### src/hdl/mst_pkg.sv
// Shared widths, codes and types of the min-tracking stack.
`timescale 1ns / 1ps

package mst_pkg;

    localparam int DEPTH_DEFAULT = 256;
    localparam int MODE_W        = 2;
    localparam int WORD_W        = 32;
    localparam int ENTRY_W       = 34;
    localparam int STATUS_W      = 2;
    localparam int COUNT_OUT_W   = 9;

    typedef enum logic [MODE_W-1:0] {
        MODE_PUSH = 2'd0,
        MODE_POP  = 2'd1,
        MODE_PEEK = 2'd2,
        MODE_MIN  = 2'd3
    } mst_mode_t;

    typedef enum logic [STATUS_W-1:0] {
        STATUS_OK    = 2'd0,
        STATUS_EMPTY = 2'd1,
        STATUS_FULL  = 2'd2
    } mst_status_t;

    // Shift command broadcast to every cell of the row
    typedef struct packed {
        logic push;
        logic pop;
    } mst_shift_t;

endpackage

### src/hdl/mst_cell.sv
// One storage cell of the shifting stack row.
`timescale 1ns / 1ps

module mst_cell import mst_pkg::*;
(
    input  logic               clk,
    input  mst_shift_t         shift,
    input  logic [ENTRY_W-1:0] upper_word,
    input  logic [ENTRY_W-1:0] lower_word,
    output logic [ENTRY_W-1:0] word
);

    logic [ENTRY_W-1:0] word_reg;

    // Take the word from above on a push, from below on a pop, else hold
    always_ff @(posedge clk)
    begin
        if (shift.push)
        begin
            word_reg <= upper_word;
        end
        else if (shift.pop)
        begin
            word_reg <= lower_word;
        end
    end

    assign word = word_reg;

endmodule

### config.mk
export PLATFORM = sky130hd
export DESIGN_NAME = mst_cell
export DESIGN_NICKNAME = d
export VERILOG_FILES = /design/src/hdl/mst_pkg.sv /design/src/hdl/mst_cell.sv
export SDC_FILE = /design/constraint.sdc
export NUM_CORES = 1
export LEC_CHECK = 0
export ABC_AREA = 1
export BUFFER_PORTS_ARGS = -buffer_cell sky130_fd_sc_hd__buf_2
export CAP_MARGIN = 20
export CORE_MARGIN = 2
export CORE_UTILIZATION = 44
export DETAILED_ROUTE_END_ITERATION = 12
export HOLD_SLACK_MARGIN = 0.12
export PLACE_DENSITY = 0.82
export SYNTH_ARGS = -nofsm -noshare
export SYNTH_HDL_FRONTEND = slang
export SYNTH_SLANG_ARGS = --single-unit
### constraint.sdc
create_clock -name clk -period 2.8 [get_ports clk]
set_input_delay 0.28 -clock clk [delete_from_list [all_inputs] [get_ports clk]]
set_output_delay 0.28 -clock clk [all_outputs]
set_load 0.02 [all_outputs]
==> After elaboration in Yosys (flattened, before gate mapping) <==
Index checks and enable logic that the tools add are counted.
Widths: inputs -> output; s select.
{ "op_classes": {"mux": 2, "reduce_logical": 1} }
{ "ops": {"columns": ["op", "count"], "rows": [
  ["$mux 34", 2],
  ["$reduce_bool 2->1", 1]
]} }
{ "word_totals": {"ff_bits": 34, "wordCells": 4} }

==> Logic depth before layout (Yosys ltp) <==
Gate-level depths: netlist of run 1.
{ "logic_depth": {"ltp_word": 2, "depth_mapped": 5} }

==> Least setup slack after synthesis of run 1 <==
No wires, ideal clock.
{ "synth_timing": {"path_type": "input to register", "from": "input port shift[1] (netlist name)", "to": "register word_reg[0] (netlist: word[0]), enable pin", "setup_slack_ps": 1526, "arrival_ps": 898, "stages": 2, "setup_time_ps": 376, "required_ps": 2424, "path_cell_list": "buf_6 > or2_2"} }
{ "synth_via": {"elab_chain_cells": 1} }
{ "synth_lines": {"columns": ["element", "line_no", "text"], "rows": [
  ["start, declared", "mst_cell.sv:7", "input mst_shift_t shift,"],
  ["$reduce_bool 2->1 (no line)", null, null],
  ["end signal, assigned", "mst_cell.sv:20", "word_reg <= upper_word;"],
  ["end signal, assigned", "mst_cell.sv:24", "word_reg <= lower_word;"],
  ["end, declared", "mst_cell.sv:13", "logic [ENTRY_W-1:0] word_reg;"]
]} }
Every way passes these cells.
A chain may end at the register's enable or synchronous reset.

==> Worst setup path after layout of run 1 <==
{ "layout_timing": {"from": "register word_reg[2] (netlist: word[2])", "to": "output port word[2]"} }
{ "layout_lines": {"columns": ["element", "line_no", "text"], "rows": [
  ["end, declared", "mst_cell.sv:10", "output logic [ENTRY_W-1:0] word"]
]} }
No word-level cell between the ends.

==> results of run 1 <==
## final timing paths
kind	slack (ns)	cells past startpoint	end
worst min-delay path	0.22	3	word[32]$_DFFE_PP_
worst max-delay path	1.62	1	word[2]
## through the flow
| stage | std cells | cell area [sq um] |
|---|---|---|
| floorplan | 145 | 1520 |
| global placement | 289 | 2030 |
| detailed placement | 289 | 2030 |
| CTS | 297 | 2090 |
| global route | 297 | 2090 |
| finish | 297 | 2090 |
## layer usage
layer  global-route usage  up-vias  part of all wire  wire, microns
met5                    0        -                 0              0
met4                0.106        0             0.026             82
met3               0.0378        9             0.057            178
met2                0.317       51              0.55           1720
met1                0.174      563              0.37           1160
li1                     -      674                 -              -
## power breakdown
group | leakage [nW] | internal, W | switching, W | total [W]
clock | 0.0286 | 0.0000932 | 0.000153 | 0.000246
combinational | 0.729 | 0.0000900 | 0.000151 | 0.000241
sequential | 0.350 | 0.000624 | 0.0000126 | 0.000637
## layout by cell type, fill, tap and decap left out, drive strengths merged
cell      count
buf         105
nand2       102
edfxtp       34
clkbuf        5
clkinv        2
inv           1
or2           1
clkinvlp      1
## final cells by class
class,instances,share of cell area
repair buffers,105,0.253
inverters,1,0.00540
flip-flops and latches,34,0.490
multi-input cells,103,0.199
clock inverters,3,0.00780
clock buffers,5,0.0180
well taps,46,0.0276
## logic make-up after synthesis
logic type	share of synthesized area
AND/OR/NAND/NOR	0.273
flip-flops	0.673
buffers and inverters	0.0544
==> run summary, run 1 <==
The first-pass GRT wire length is 5.18 mm. The count of mapped cells out of synthesis is 145. The post-synthesis instance area is 1520 sq um.

The worst hold margin is 0.215 ns. Port buffering added 104 buffers. Sorting the synthesized cells by how often they occur yields 92 x nand2_1, 34 x edfxtp_1, 10 x nand2_2. STA classifies the critical path startpoint as a flop. The static leakage power came out at 1.11 nW.

The post-layout total power is 0.00112 W. The total DRC errors in the routed layout is 0. STA classifies the critical path endpoint as an output port. The number of optimization iterations in the first detailed-route pass is 4. The async set or reset register ratio after synthesis came out at 0. The sum of routed wire length over all layers is 3.15 mm. The post-CTS setup buffer count came out at 0. The flip-flop count of the largest register, all copies and words added is 34. Across every metal layer, demand over resource in global routing totals 0.172. Setup violations remaining at the end of the flow were counted as 0. For this run, the slowest stage of the critical path takes 0.40 ns. The library cell with the highest instance count after synthesis is nand2_1.

The summed negative setup slack over all endpoints is 0 ns. The layout has 293 filler cells. Clock-pin slew was measured on the worst setup and hold paths at 0.10 ns. Summed over all layers, the global routing overflow is 0. The mean cell area of the mapped netlist came out at 10.5 sq um. The number of buffer and inverter instances along the worst setup path came out at 1. At the end of routability-driven placement, the weighted congestion stood at 0.737. The actual slew at the worst max-slew pin is 0.744 ns.

From bottom edge to top edge, the die measures 62.7 microns. The number of vias per cell is 4.37. Traced cell by cell, the critical path runs through buf_2. The die is 62.7 microns wide.

The total area of multi-input combinational cells came out at 414 sq um. The worst setup slack after placement is 1.43 ns. The post-cts hold buffer count came out at 0.

The most critical setup path has its startpoint at word[2]$_DFFE_PP_. The path class of the lowest-slack min-delay path is in -> reg. The quantity of gates resized following cts came out at 0.

Across the VDD grid, the largest voltage drop is 0.000319 V. The number of unique standard cell types used by synthesis is 8. The count of antenna diodes in the layout came out at 0.

The area growth from synthesis to layout came out at 37.4%. The share of synthesized area in the top cell type comes to 0.673. Max-cap violations in this run came to 0.

The number of buffers added by the clock tree synthesis step came out at 5. The region available for standard cell placement spans 3340 sq um. In the final layout, flip-flops and latches occupy 1020 sq um. The highest-delay cell along the critical path is edfxtp_1. When the netlist entered floorplanning its net count stood at 216. The portion of the post-synthesis area used by sequential elements is 0.673.

Counting along the longest clock path gives a buffer depth of 2. The count of pins on the block boundary came out at 105. The yosys synthesis warning count is 0. The least setup slack across all paths after layout is 1.62 ns.

STA puts the critical path data arrival time at 0.90 ns. The net count of the finished layout is 321. TritonCTS built the clock tree.

The number of enable-type register cells in the synthesized netlist is 34. The power density over the cells came out at 539 nW/um^2. The largest net degree at the start of global routing came out at 36. The number of hold-slack violations in the final timing report is 0.

In the final routed layout, each cell accounts on average for 10.6 microns. By startpoint and endpoint, the worst setup path is classified as reg -> out. The shortest period the worst path allows came out at 1.18 ns. For this design, the sink count on the clock tree is 34. The most frequently used flop master after synthesis is edfxtp_1. The maximum operating frequency came out at 851 MHz.

In the final layout, the share of cells above drive strength 1 is 0.494. The cell at the root of the clock tree is clkbuf_4. Synthesis inferred 34 register bits. The final critical-path share of the clock period is 0.420. In this run the core area contains 21 standard-cell rows. The core occupancy in the finished layout is 0.625. The kind of cell with the highest combined delay along the critical path is flip-flops. The remaining number of nets flagged by the antenna check after routing came out at 0. The run finished with clean final reports. The half-perimeter wire length after detailed placement is 2.36 mm.

The number of pins with negative max-slew slack in the final report came to 0. Setup repair after global routing left no endpoint under its margin. By area the synthesized netlist is led by edfxtp_1 67%, nand2_1 23%, nand2_2 4.1%, buf_6 2.2%, buf_4 1.5%. The first routing iteration left 21 violations. The vias after detailed routing is 1297.

The origin of the worst min-delay path is lower_word[32]. The biggest area contributor in the post-synthesis netlist is edfxtp_1. The via count of the first global-routing pass came out at 1227. The data required time at the worst endpoint came out at 2.52 ns. The initial utilization of the core area, before any placement, comes to 0.455. The initial antenna violation count came out at 0. The floorplan die area is 3940 sq um. The worst-case headroom to the max-slew limit came out at 0.504.

The H-tree was split into 2 levels. The highest fanout seen on the critical path came out at 1.
(Power assumes the default switching activity.)
==> run 2: changes to the inputs <==
--- a/config.mk
+++ b/config.mk
@@ -5,14 +5,14 @@
 export SDC_FILE = /design/constraint.sdc
 export NUM_CORES = 1
 export LEC_CHECK = 0
-export ABC_AREA = 1
+export ABC_AREA = 0
 export BUFFER_PORTS_ARGS = -buffer_cell sky130_fd_sc_hd__buf_2
 export CAP_MARGIN = 20
 export CORE_MARGIN = 2
-export CORE_UTILIZATION = 44
+export CORE_UTILIZATION = 41
 export DETAILED_ROUTE_END_ITERATION = 12
 export HOLD_SLACK_MARGIN = 0.12
-export PLACE_DENSITY = 0.82
+export PLACE_DENSITY = 0.76
 export SYNTH_ARGS = -nofsm -noshare
 export SYNTH_HDL_FRONTEND = slang
 export SYNTH_SLANG_ARGS = --single-unit
==> constraint.sdc (replaced) <==
create_clock -name clk -period 1.2 [get_ports clk]
set_input_delay 0.12 -clock clk [delete_from_list [all_inputs] [get_ports clk]]
set_output_delay 0.12 -clock clk [all_outputs]
set_load 0.02 [all_outputs]
==> run 2 against run 1 <==
  * Count of clock-buffer cells in the layout rose by 2
  * Power grew to 2.6 times the previous value
  * First-iteration DRC count rose by 110%
  * Sequential cell count stayed put
  * Cell area grew 6.4%
  * Synthesized area increased by 4.8%
  * Sequential power is 130% higher
  * Die area rose by 12%
  * Critical path type unchanged
==> run summary, run 2 <==
The run finished with clean final reports. The power density over the cells came out at 1300 nW/um^2 (+140%). The number of clock sinks came out at 34 (unchanged). The critical path capture point type is an output port. The most frequent standard cell in the layout excluding fill and tap cells is buf_2. The XOR/XNOR share of the synthesized area was 0 (unchanged). The largest delay contributor family on the critical path is flip-flops. The highest-delay cell along the critical path is edfxtp_1. The summed negative setup slack over all endpoints came out at 0 ns (unchanged). The number of buffers added by the clock tree synthesis step came out at 5 (unchanged). The final routed wire length divided by cell count is 13.6 microns (+28%).

The count of pins on the block boundary came out at 105 (unchanged). The global placer's final weighted congestion is 0.776 (+5.3%). The number of hold-slack violations in the final timing report was 0 (unchanged).

The global-route usage over all layers is 0.148 (-0.0237). The leading area contributor after synthesis is edfxtp_1. The tree is rooted in a clkbuf_8. The count of antenna diodes in the layout came out at 0 (unchanged). The number of vias per cell came out at 4.50 (+2.9%). The share of Yosys cell area claimed by the top area cell type came to 0.642 (-0.0307).

By area, the combinational part of the netlist is dominated by multiplexers. The die width is 66.3 microns (+5.7%). The portion of the post-synthesis area used by sequential elements came to 0.642 (-0.0307).

The synthesized-area fraction occupied by adder cells is 0 (unchanged). The initial antenna violation count came out at 0 (unchanged). The number of input and output port buffers inserted is 104 (unchanged). The number of pins with negative max-slew slack in the final report came out at 0 (unchanged). The number of optimization iterations in the first detailed-route pass is 4 (unchanged).

Leaving out fill and tap cells, the most frequent cells in the layout are 104 x buf_2, 34 x edfxtp_1, 29 x mux2_4, 5 x mux2_2, 5 x clkbuf_8. The share of cell area taken by muxes after synthesis is 0.309 (+0.309). The peak per-stage delay on the critical path came out at 0.37 ns (-0.03 ns).

The final critical-path share of the clock period is 0.780. Ranked by total cell area, the synthesized netlist is headed by edfxtp_1 64%, mux2_4 27%, buf_12 3.8%, mux2_2 3.5%, buf_6 0.71%. The initial DRC count is 45 (+110%). The simple-gate area share of the yosys netlist came to 0.00393 (-0.269). The static leakage power is 1.07 nW (-3.0%). The yosys synthesis warning count is 0 (unchanged). The TritonCTS clock tree is built. The clock transition at the registers of the reported paths came to 0.06 ns (-0.04 ns). The vias after detailed routing came out at 1034 (-20%). The half-perimeter wire length after detailed placement is 2.41 mm (+2.2%). The worst ir drop on vdd came to 0.000844 V (+160%).

The quantity of gates resized following cts is 0 (unchanged). The effective utilization at floorplan came to 0.431 (-0.0237). The maximum clock path buffer count came out at 2 (unchanged). The cell row count came out at 22 (+4.8%). The count of mapped cells out of synthesis is 73 (-50%). The flip-flop count of the largest register, all copies and words added was 34 (unchanged). The total number of nets in the final design is 253 (-21%).

The worst setup path is launched from a flop. The die outline height is 66.3 microns (+5.7%). By count the netlist is led by 34 x edfxtp_1, 29 x mux2_4, 5 x mux2_2. The filler cell count in the final layout came to 304 (+3.8%). The H-tree depth came out at 2 (unchanged). The critical path arrival came to 0.82 ns (-0.08 ns). The remaining number of nets flagged by the antenna check after routing is 0 (unchanged). The min-delay analysis places its worst path in the category in -> reg.

The shortest period the worst path allows came out at 0.936 ns. The actual slew at the worst max-slew pin came to 0.472 ns (-0.272 ns). Yosys instantiated no cell more often than edfxtp_1. The number of max-cap violations is 0 (unchanged). The compound-cell area share of the yosys netlist came out at 0 (unchanged). The most frequently used flop master after synthesis is edfxtp_1. The number of nets produced by synthesis was 144 (-33%).

The mean cell area of the mapped netlist is 21.8 sq um (+110%). The post-synthesis instance area was 1590 sq um (+4.8%). Setup repair after global routing left no endpoint under its margin.

The worst-case headroom to the max-slew limit is 0.685 (+0.181). By startpoint and endpoint, the worst setup path is classified as reg -> out. The sum of routed wire length over all layers is 3.12 mm (-0.89%).

The total DRC errors in the routed layout came out at 0 (unchanged). The number of flip-flops and latches in the synthesized netlist is 34 (unchanged). The fraction of final layout cells sized beyond drive strength 1 is 0.802 (+0.308). The highest fanout seen on the critical path is 1 (unchanged).

The number of buffer and inverter instances along the worst setup path came out at 1 (unchanged). The first-pass GRT wire length is 4.66 mm (-9.9%). The data required time at the worst endpoint is 1.08 ns (-1.44 ns). The via count of the first global-routing pass was 1082 (-12%). The total overflow reported by the global router came to 0 (unchanged). The critical path goes through buf_2. The number of enable-type register cells in the synthesized netlist came out at 34 (unchanged). The number of unique standard cell types used by synthesis is 6 (-2). The async set or reset register ratio after synthesis came out at 0 (unchanged). The floorplan die area came out at 4390 sq um (+12%). The largest net degree at the start of global routing came to 35 (-2.8%). The worst hold margin is 0.139 ns (-0.0766 ns). The core area came out at 3690 sq um (+11%).

The post-cts hold buffer count is 0 (unchanged). The post-CTS setup buffer count came out at 0 (unchanged). The maximum operating frequency is 1070 MHz. The final setup violation count came out at 0 (unchanged). Compared with the post-synthesis result, the final layout area differs by 39.5%.
[run 2: metrics by stage]
stage               std cells  power, W  setup slack [ns]  area (sq um)  utilization
floorplan                  73   0.00190             0.121          1590            -
global placement          223   0.00212             0.131          2140        0.581
detailed placement        223   0.00214            0.0916          2140        0.581
CTS                       230   0.00291             0.250          2220        0.601
global route              230   0.00299             0.215          2220        0.601
finish                    230   0.00287             0.264          2220        0.601
[run 2: power by group]
group | switching (W) | internal [W] | total [W]
logic | 0.000317 | 0.000303 | 0.000621
clock network | 0.000369 | 0.000399 | 0.000768
registers | 0.0000278 | 0.00146 | 0.00149
[run 2: kinds of logic (layout without fill, tap and decap cells)]
logic type / Yosys count / in the layout
and+or+nand+nor: 1 / 1
buffers and inverters: 4 / 113
DFF: 34 / 34
muxes: 34 / 34
[run 2: per-layer routing]
layer,GRT usage,vias to the layer above,part of all wire
met5,0,-,0
met4,0.0791,0,0.023
met3,0.0903,9,0.13
met2,0.250,61,0.51
met1,0.137,463,0.34
li1,-,501,-
[run 2: path summary, 6_finish.rpt]
kind | startpoint | endpoint | slack (ns) | depth (start not counted)
min | upper_word[26] | word[26]$_DFFE_PP_ | 0.14 | 2
max | word[7]$_DFFE_PP_ | word[7] | 0.26 | 1
[run 2: cell type report]
class | count | area (sq um) | area share
well taps | 48 | 60.1 | 0.0271
flip-flops and latches | 34 | 1020 | 0.460
multi-input cells | 35 | 500 | 0.226
repair buffers | 106 | 561 | 0.253
clock buffers | 7 | 76.3 | 0.0344
