**config.mk**
```make
export PLATFORM = sky130hd
export DESIGN_NAME = mst_ctrl_flat
export DESIGN_NICKNAME = d
export VERILOG_FILES = /design/src/hdl/mst_pkg.sv /design/src/hdl/mst_if.sv /design/src/hdl/mst_ctrl.sv /design/src/flat_wrapper.sv
export SDC_FILE = /design/constraint.sdc
export NUM_CORES = 1
export LEC_CHECK = 0
export ABC_CLOCK_PERIOD_IN_PS = 5600
export BUFFER_PORTS_ARGS = -buffer_cell sky130_fd_sc_hd__buf_2
export CAP_MARGIN = 30
export CORE_MARGIN = 2
export CORE_UTILIZATION = 54
export DETAILED_ROUTE_END_ITERATION = 12
export PLACE_DENSITY = 0.8
export SLEW_MARGIN = 20
export SYNTH_ARGS = -nofsm -noshare
export SYNTH_HDL_FRONTEND = slang
export SYNTH_SLANG_ARGS = --single-unit
```
**constraint.sdc**
```tcl
create_clock -name clk -period 5.6 [get_ports clk]
set_clock_uncertainty 0.15 [all_clocks]
set_input_delay 1.12 -clock clk [delete_from_list [all_inputs] [get_ports clk]]
set_output_delay 1.12 -clock clk [all_outputs]
set_load 0.05 [all_outputs]
```
**src/hdl/mst_pkg.sv**
```systemverilog
// Shared widths, codes and types of the min-tracking stack.
`timescale 1ns / 1ps

package mst_pkg;

    localparam int DEPTH_DEFAULT = 256;
    localparam int MODE_W        = 2;
    localparam int WORD_W        = 32;
    localparam int ENTRY_W       = 34;
    localparam int STATUS_W      = 2;
    localparam int COUNT_OUT_W   = 9;

    typedef enum logic [MODE_W-1:0] {
        MODE_PUSH = 2'd0,
        MODE_POP  = 2'd1,
        MODE_PEEK = 2'd2,
        MODE_MIN  = 2'd3
    } mst_mode_t;

    typedef enum logic [STATUS_W-1:0] {
        STATUS_OK    = 2'd0,
        STATUS_EMPTY = 2'd1,
        STATUS_FULL  = 2'd2
    } mst_status_t;

    // Shift command broadcast to every cell of the row
    typedef struct packed {
        logic push;
        logic pop;
    } mst_shift_t;

endpackage

```
**src/hdl/mst_if.sv**
```systemverilog
// Command and response channel interfaces of the min-tracking stack.
`timescale 1ns / 1ps

interface mst_cmd_if import mst_pkg::*; ();
    logic                     valid;
    logic                     ready;
    logic [MODE_W-1:0]        mode;
    logic signed [WORD_W-1:0] push_value;

    modport source (output valid, output mode, output push_value, input ready);
    modport sink   (input valid, input mode, input push_value, output ready);
endinterface

interface mst_rsp_if import mst_pkg::*; ();
    logic                     valid;
    logic                     ready;
    logic signed [WORD_W-1:0] result_value;
    logic [STATUS_W-1:0]      status;
    logic [COUNT_OUT_W-1:0]   entry_count;

    modport source (output valid, output result_value, output status, output entry_count,
                    input ready);
    modport sink   (input valid, input result_value, input status, input entry_count,
                    output ready);
endinterface

```
**src/hdl/mst_ctrl.sv**
```systemverilog
// Head control: minimum register, fill count, operation decode and response register.
`timescale 1ns / 1ps

module mst_ctrl import mst_pkg::*;
#(
    parameter int DEPTH = DEPTH_DEFAULT
)
(
    input  logic               clk,
    input  logic               rst_n,
    mst_cmd_if.sink            cmd,
    mst_rsp_if.source          rsp,
    input  logic [ENTRY_W-1:0] top_word,
    output mst_shift_t         shift,
    output logic [ENTRY_W-1:0] push_word
);

    localparam int CW = $clog2(DEPTH + 1);

    logic [CW-1:0]              count_reg;
    logic [CW-1:0]              count_next;
    logic signed [WORD_W-1:0]   min_reg;
    logic signed [WORD_W-1:0]   min_next;
    logic                       rsp_valid_reg;
    logic signed [WORD_W-1:0]   result_reg;
    logic [STATUS_W-1:0]        status_reg;
    logic [COUNT_OUT_W-1:0]     entry_count_reg;

    logic                       take;
    logic                       empty;
    logic                       full;
    logic signed [WORD_W-1:0]   x;
    logic signed [ENTRY_W-1:0]  x_ext;
    logic signed [ENTRY_W-1:0]  min_ext;
    logic signed [ENTRY_W-1:0]  t;
    logic signed [ENTRY_W-1:0]  restore_min;
    logic signed [WORD_W-1:0]   value;
    mst_status_t                status;
    logic                       do_push;
    logic                       do_pop;

    // Accept a beat whenever the response register is free or being drained
    assign take  = cmd.valid && cmd.ready;
    assign cmd.ready = !rsp_valid_reg || rsp.ready;

    assign empty   = (count_reg == '0);
    assign full    = (count_reg == CW'(DEPTH));
    assign x       = cmd.push_value;
    assign x_ext   = {{(ENTRY_W - WORD_W){x[WORD_W-1]}}, x};
    assign min_ext = {{(ENTRY_W - WORD_W){min_reg[WORD_W-1]}}, min_reg};
    assign t       = top_word;

    // Previous minimum from an encoded top word
    assign restore_min = (min_ext <<< 1) - t;

    // Decode the operation against the head cell and the minimum
    always_comb
    begin
        value      = '0;
        status     = STATUS_OK;
        min_next   = min_reg;
        count_next = count_reg;
        do_push    = 1'b0;
        do_pop     = 1'b0;
        push_word  = x_ext;
        case (mst_mode_t'(cmd.mode))
            MODE_PUSH:
            begin
                if (full)
                begin
                    status = STATUS_FULL;
                end
                else
                begin
                    do_push    = 1'b1;
                    value      = x;
                    count_next = count_reg + CW'(1);
                    if (empty)
                    begin
                        min_next = x;
                    end
                    else if (x_ext < min_ext)
                    begin
                        push_word = (x_ext <<< 1) - min_ext;
                        min_next  = x;
                    end
                end
            end
            MODE_POP, MODE_PEEK, MODE_MIN:
            begin
                if (empty)
                begin
                    status = STATUS_EMPTY;
                end
                else
                begin
                    if (mst_mode_t'(cmd.mode) == MODE_MIN)
                    begin
                        value = min_reg;
                    end
                    else if (t < min_ext)
                    begin
                        value = min_reg;
                        if (mst_mode_t'(cmd.mode) == MODE_POP)
                        begin
                            min_next = restore_min[WORD_W-1:0];
                        end
                    end
                    else
                    begin
                        value = t[WORD_W-1:0];
                    end
                    if (mst_mode_t'(cmd.mode) == MODE_POP)
                    begin
                        do_pop     = 1'b1;
                        count_next = count_reg - CW'(1);
                    end
                end
            end
            default:
            begin
                status = STATUS_OK;
            end
        endcase
    end

    assign shift.push = take && do_push;
    assign shift.pop  = take && do_pop;

    // Hold control state: count, minimum and response valid
    always_ff @(posedge clk or negedge rst_n)
    begin
        if (!rst_n)
        begin
            count_reg     <= '0;
            min_reg       <= '0;
            rsp_valid_reg <= 1'b0;
        end
        else
        begin
            if (take)
            begin
                count_reg <= count_next;
                min_reg   <= min_next;
            end
            if (take)
            begin
                rsp_valid_reg <= 1'b1;
            end
            else if (rsp.ready)
            begin
                rsp_valid_reg <= 1'b0;
            end
        end
    end

    // Load the response payload with each accepted beat
    always_ff @(posedge clk)
    begin
        if (take)
        begin
            result_reg      <= value;
            status_reg      <= status;
            entry_count_reg <= COUNT_OUT_W'(count_next);
        end
    end

    assign rsp.valid        = rsp_valid_reg;
    assign rsp.result_value = result_reg;
    assign rsp.status       = status_reg;
    assign rsp.entry_count  = entry_count_reg;

endmodule

```
**src/flat_wrapper.sv**
```systemverilog
// flat-port wrapper written by rule: the top's interface ports become plain ports
module mst_ctrl_flat import mst_pkg::*;
#(
    parameter int DEPTH = DEPTH_DEFAULT
)
  (clk, rst_n, top_word, shift, push_word, cmd_valid, cmd_mode, cmd_push_value, cmd_ready, rsp_valid, rsp_result_value, rsp_status, rsp_entry_count, rsp_ready);
  mst_cmd_if cmd_i ();
  mst_rsp_if rsp_i ();
  input  logic clk;
  input  logic rst_n;
  input  logic [ENTRY_W-1:0] top_word;
  output mst_shift_t shift;
  output logic [ENTRY_W-1:0] push_word;
  input wire logic [$bits(cmd_i.valid)-1:0] cmd_valid;
  input wire logic [$bits(cmd_i.mode)-1:0] cmd_mode;
  input wire logic [$bits(cmd_i.push_value)-1:0] cmd_push_value;
  output wire logic [$bits(cmd_i.ready)-1:0] cmd_ready;
  output wire logic [$bits(rsp_i.valid)-1:0] rsp_valid;
  output wire logic [$bits(rsp_i.result_value)-1:0] rsp_result_value;
  output wire logic [$bits(rsp_i.status)-1:0] rsp_status;
  output wire logic [$bits(rsp_i.entry_count)-1:0] rsp_entry_count;
  input wire logic [$bits(rsp_i.ready)-1:0] rsp_ready;
  assign cmd_i.valid = cmd_valid;
  assign cmd_i.mode = cmd_mode;
  assign cmd_i.push_value = cmd_push_value;
  assign cmd_ready = cmd_i.ready;
  assign rsp_valid = rsp_i.valid;
  assign rsp_result_value = rsp_i.result_value;
  assign rsp_status = rsp_i.status;
  assign rsp_entry_count = rsp_i.entry_count;
  assign rsp_i.ready = rsp_ready;
  mst_ctrl #(.DEPTH(DEPTH)) u_core (.clk(clk), .rst_n(rst_n), .cmd(cmd_i), .rsp(rsp_i), .top_word(top_word), .shift(shift), .push_word(push_word));
endmodule
```
Word level (Yosys, flattened, before mapping)

Cells that the tools add are included.

$add $sub $neg: 4
Magnitude comparators: 2
Equality and inequality tests: 10
Multiplexer cells: 31
Reductions and logical operators: 10

Operators by type and width:

| operator            | number |
|---|---|
| $mux 32             | 11 |
| $mux 34             | 4 |
| $pmux 32 s2         | 2 |
| $lt 34x32->1        | 1 |
| $sub 33x32->34      | 1 |
| $lt 32x32->1        | 1 |
| $sub 32x32->32      | 1 |
| $mux 9              | 3 |
| $pmux 9 s2          | 1 |
| $add 9x1->9 const B | 1 |
| $eq 9x9->1 const B  | 1 |
| $logic_not 9->1     | 1 |
| $sub 9x1->9 const B | 1 |
| $mux 1              | 8 |
| $reduce_and 7->1    | 1 |
| $ne 2x2->1 const B  | 3 |
| $eq 2x2->1 const B  | 2 |
| $ne 2x1->1 const B  | 2 |
| $pmux 2 s2          | 1 |
| $logic_and 1x1->1   | 3 |
| $ne 3x1->1 const B  | 1 |
| $reduce_or 3->1     | 1 |
| $eq 2x1->1 const B  | 1 |
| $logic_not 2->1     | 1 |
| 4 further kinds     | 4 |

Bits in registers: 85
Input bits: 72
Output and inout port bits: 81

Longest topological paths before layout

Word-level depth: 6
Gate-level depth with buffers: 13
Mapped depth without buffers: 11

Worst setup path after synthesis

Ideal clock, no wire load.

Kind: input to output
From: input cmd_push_value[16]
To: output push_word[31]
Arrival time: 4.396 ns
Data required time: 4.330 ns
Slack: -0.066 ns
Cell stages on the path: 9
Buffers on the path: 0
Cell sequence: ha_1 -> nor2b_1 -> o21ai_0 -> a21oi_1 -> o41a_1 -> or4_1 -> and4_1 -> o31a_1 -> o31ai_1

Cells in the longest elaborated chain, start to end: 5

Ends and longest elaborated chain:

| what                                           | RTL line                       | text |
|---|---|---|
| from (decl)                                    | flat_wrapper.sv:16             | `input wire logic [$bits(cmd_i.push_value)-1:0] cmd_push_value;` |
| $sub 33x32->34 or $lt 32x32->1 (tied branches) | mst_ctrl.sv:84, mst_ctrl.sv:82 |  |
| $mux 34 (*)                                    | mst_ctrl.sv:82                 | `else if (x_ext < min_ext)` |
| $mux 34 (*)                                    | mst_ctrl.sv:78                 | `if (empty)` |
| $mux 34 (*)                                    | mst_ctrl.sv:69                 | `if (full)` |
| $mux 34 (*)                                    | mst_ctrl.sv:66                 | `case (mst_mode_t'(cmd.mode))` |
| to (decl)                                      | flat_wrapper.sv:13             | `output logic [ENTRY_W-1:0] push_word;` |

Every way passes the cells marked *; elsewhere a longest branch is shown, timed or not.

Worst setup path after layout

From: input cmd_push_value[0]
To: output push_word[27]

The elaborated chain is that of the path after synthesis.

==> flow_metrics.py <==
metrics = {
    "outcome": {
        "status": "finished, final reports clean",
    },
    "route": {
        "ant_nets": 0,
        "vias": 9591,
        "first_pass_iters": 5,
        "wl_per_cell_um": 18.4,
        "wl_mm": 28.7,
        "drt_iter0_markers": 699,
        "vias_per_cell": 6.14,
        "drc": 0,
    },
    "run": {
        "cap_violations": 0,
    },
    "logic_synthesis": {
        "ys_seq_area_share_pct": 24.5,
        "syn_nets": 1393,
        "syn_area_um2": 9580,
        "async_flop_share_pct": 49.4,
        "yosys_warnings": 0,
        "synth_edf_count": 43,
        "synth_flop_cell": "edfxtp_1",
        "ys_ff_latch": 85,
        "syn_inst": 1192,
        "syn_area_per_cell_um2": 8.04,
        "synth_cell_types": 77,
    },
    "critical_path": {
        "crit_family": "compound AO/OA/AOI/OAI gates",
        "cpMostUsedCell": "buf_2",
        "end_kind": "output port",
        "crit_buf_inv": 3,
        "crit_path_start_kind": "primary input",
        "path_max_fanout": 6,
        "critPathRequiredTime_ns": 4.33,
        "startpoint": "cmd_push_value[0]",
        "crit_slowest_cell": "or4_1",
        "cp_data_arrival_time_ns": 4.13,
        "r2r_start": "u_core.min_reg[31]",
        "cpPeakStageDelay_ns": 0.63,
        "rrSetupSlack_ns": 1.56,
        "crit_type": "in2out",
        "path_cells": "buf_2 > ha_1 > nor2b_1 > o21ai_1 > a21boi_1 > o311ai_1 > buf_4 > a21oi_1 > or4_1 > and2_1 > a311o_1 > o211ai_1 > buf_2",
    },
    "global_route": {
        "antenna_found_initial": 1,
        "grt_first_pass_wirelength_mm": 45.7,
        "grt_remaining_overflow": 0,
        "track_usage_pct": 30.7,
        "grt_pass1_vias": 9016,
        "grt_max_degree": 53,
    },
    "floorplanning": {
        "die_h_um": 137,
        "row_count": 48,
        "ios": 153,
        "die_w_um": 137,
        "start_util_pct": 55.4,
        "core_um2": 17300,
        "die_area_um2": 18800,
    },
    "layout": {
        "post-route-util_pct": 63.2,
        "multi_input_area_um2": 6690,
        "syn2layout_area_growth_pct": 14.1,
        "area.sequential_um2": 2340,
        "drive_above_1_share_pct": 16.1,
        "final-instance-count-excl-fill": 1561,
        "nets": 1531,
        "nFillCells": 1546,
    },
    "pwr": {
        "pwr_density_cell_nw_per_um2": 553,
        "p_comb_share_pct": 70.2,
        "power_frac_clock_pct": 11.4,
        "p_switching_mw": 3.15,
        "irDropWorstVdd_mv": 0.291,
        "p_int_mw": 2.89,
        "power.leakage_nw": 5.29,
        "p_seq_share_pct": 18.4,
        "switching_share_pct": 52.1,
    },
    "sta": {
        "slew_viol_final": 0,
        "period_share_pct": 96.5,
        "setup_ws_ns": 0.196,
        "setup-tns-final_ns": 0,
        "worst_pin_slew_ns": 0.746,
        "rsz0062_at_grt": "false",
        "fin_crit_ns": 5.40,
        "fmax_mhz": 185,
        "final_hold_viol_count": 0,
        "slew_headroom_pct": 50.3,
        "fin_hold_ws_ns": 0.384,
        "setup_viol": 0,
    },
    "clock_network": {
        "clock-root-buffer": "clkbuf_16",
        "clk_latency_ns": 0.36,
        "postCtsHoldBufs": 0,
        "path_clk_slew_ns": 0.07,
        "cts_inserted_buffers": 9,
        "h-tree-depth": 3,
        "clock-sinks": 85,
        "cts_tree": "yes",
        "cts_setup_buffers": 0,
        "cts_buffer_depth": 2,
    },
    "min_path": {
        "hp-class": "reg2reg",
        "min-delay-start": "u_core.min_reg[31]",
    },
    "place": {
        "hpwl_mm": 21.8,
        "routabilityCongestion": 0.943,
        "place_ws_ns": 0.220,
        "place_inst": 1544,
        "io_buffers": 152,
    },
}
[path summary, 6_finish.rpt]
path                                              endpoint  cells after the start
min in group asynchronous                u_core.min_reg[6]                      2
worst max-delay path                         push_word[27]                     13
worst min-delay path                    u_core.min_reg[31]                      2
worst max register to register  u_core.rsp.result_value[9]                     11
worst min register to register          u_core.min_reg[31]                      2
max in group asynchronous               u_core.min_reg[10]                      2
[power by group through the flow]
stage | Combinational, mW | Clock (mW) | Sequential [mW]
detailed placement | 4.14 | 0 | 1.12
CTS | 4.18 | 0.696 | 1.11
floorplan | 3.04 | 0 | 1.27
global placement | 4.09 | 0 | 1.11
finish | 4.24 | 0.691 | 1.11
global route | 4.66 | 0.716 | 1.14
[kinds of logic (layout without fill, tap and decap cells)]
| group | count (synthesis) | in the layout | share of synthesized area [%] |
|---|---|---|---|
| AOI/OAI and AO/OA | 384 | 384 | 25.1 |
| xor gates and xnor gates | 50 | 50 | 4.57 |
| adders and majority gates | 129 | 129 | 17.0 |
| buffers and inverters | 141 | 284 | 5.98 |
| DFF | 85 | 85 | 24.5 |
| muxes | 46 | 46 | 4.90 |
| other | 0 | 1 | 0 |
| and+or+nand+nor | 357 | 357 | 18.0 |
[per-layer routing]
metal / GRT usage, % / wire (µm) / vias to the layer above
met4: 10.6 / 805 / 0
met3: 3.42 / 2150 / 63
met2: 49.7 / 13100 / 433
li1: - / - / 4626
met5: 0 / 0 / -
met1: 42.7 / 12600 / 4469
[worst reg2reg max path, delay by kind of cell, from the launching register on]
family	cells	cell delay [ns]
adders and majority gates	1	0.40
AOI/OAI and AO/OA	3	1.04
DFF	1	0.37
buffers and inverters	2	0.40
muxes	1	0.18
and+or+nand+nor	4	1.22
[layout by cell type (no fill, tap or decap), types with 12 or more instances in the layout]
cell and count:
buf_2 151, a21oi_1 99, buf_4 14, and3_1 12, edfxtp_1 43, a211oi_1 22
o21ai_1 33, nor3_1 16, dfrtp_1 42, xor2_1 19, nor2_1 65, xnor2_1 31
ha_1 127, mux2i_1 39, nand2b_1 13, o21a_1 12, a21o_1 35, nand3_1 20
o21ai_0 87, nand2_1 152, nand4_1 14, inv_1 98
[what timing repair did]
action | 4_1_cts | 5_1_grt
resized for setup | 0 | 1
setup endpoints to repair | 0 | 1
hold endpoints to repair | 0 | 0
[synth_stat cells (all sizes together) (4+ instances only)]
| cell type | number | area share [%] |
|---|---|---|
| nand2 | 152 | 6.0 |
| ha | 127 | 17 |
| o21ai | 120 | 6.3 |
| a21oi | 101 | 5.3 |
| inv | 98 | 3.8 |
| nor2 | 66 | 2.6 |
| edfxtp | 43 | 13 |
| dfrtp | 42 | 11 |
| mux2i | 39 | 4.1 |
| a21o | 35 | 2.7 |
| xnor2 | 31 | 2.8 |
| clkbuf | 28 | 1.1 |
| a211oi | 23 | 1.9 |
| nand3 | 21 | 1.1 |
| xor2 | 19 | 1.7 |
| nor3 | 16 | 0.84 |
| nand4 | 14 | 0.91 |
| buf | 13 | 0.97 |
| nand2b | 13 | 0.85 |
| and3 | 12 | 0.78 |
| o21a | 12 | 0.94 |
| nor2b | 11 | 0.72 |
| o31a | 10 | 0.91 |
| a21boi | 9 | 0.71 |
| a31oi | 9 | 0.59 |
| o31ai | 9 | 0.71 |
| and2 | 8 | 0.55 |
| o211ai | 8 | 0.63 |
| o21bai | 8 | 0.63 |
| or3 | 8 | 0.52 |
| mux2 | 7 | 0.82 |
| or2 | 7 | 0.46 |
| nor4 | 6 | 0.39 |
| a221oi | 5 | 0.46 |
| nor3b | 5 | 0.39 |
| nor4b | 5 | 0.68 |
| and4 | 4 | 0.37 |
| o2111ai | 4 | 0.37 |
[per-stage QoR]
stage                     total power, mW  cell area [µm²]
after floorplan                      4.31             9580
after global placement               5.20            10600
after detailed placement             5.26            10600
after CTS                            5.98            10900
after global routing                 6.51            10900
final                                6.04            10900
[cell type report]
cell class              count  share of cell area, %
multi-input cells         966                   61.2
flip-flops and latches     85                   21.4
repair buffers            168                   8.31
inverters                 100                   3.44
well taps                 225                   2.58
clock buffers               9                   2.06
clock inverters             7                  0.962
diodes                      1                 0.0229
No activity file was read; power rests on OpenSTA's default activity.
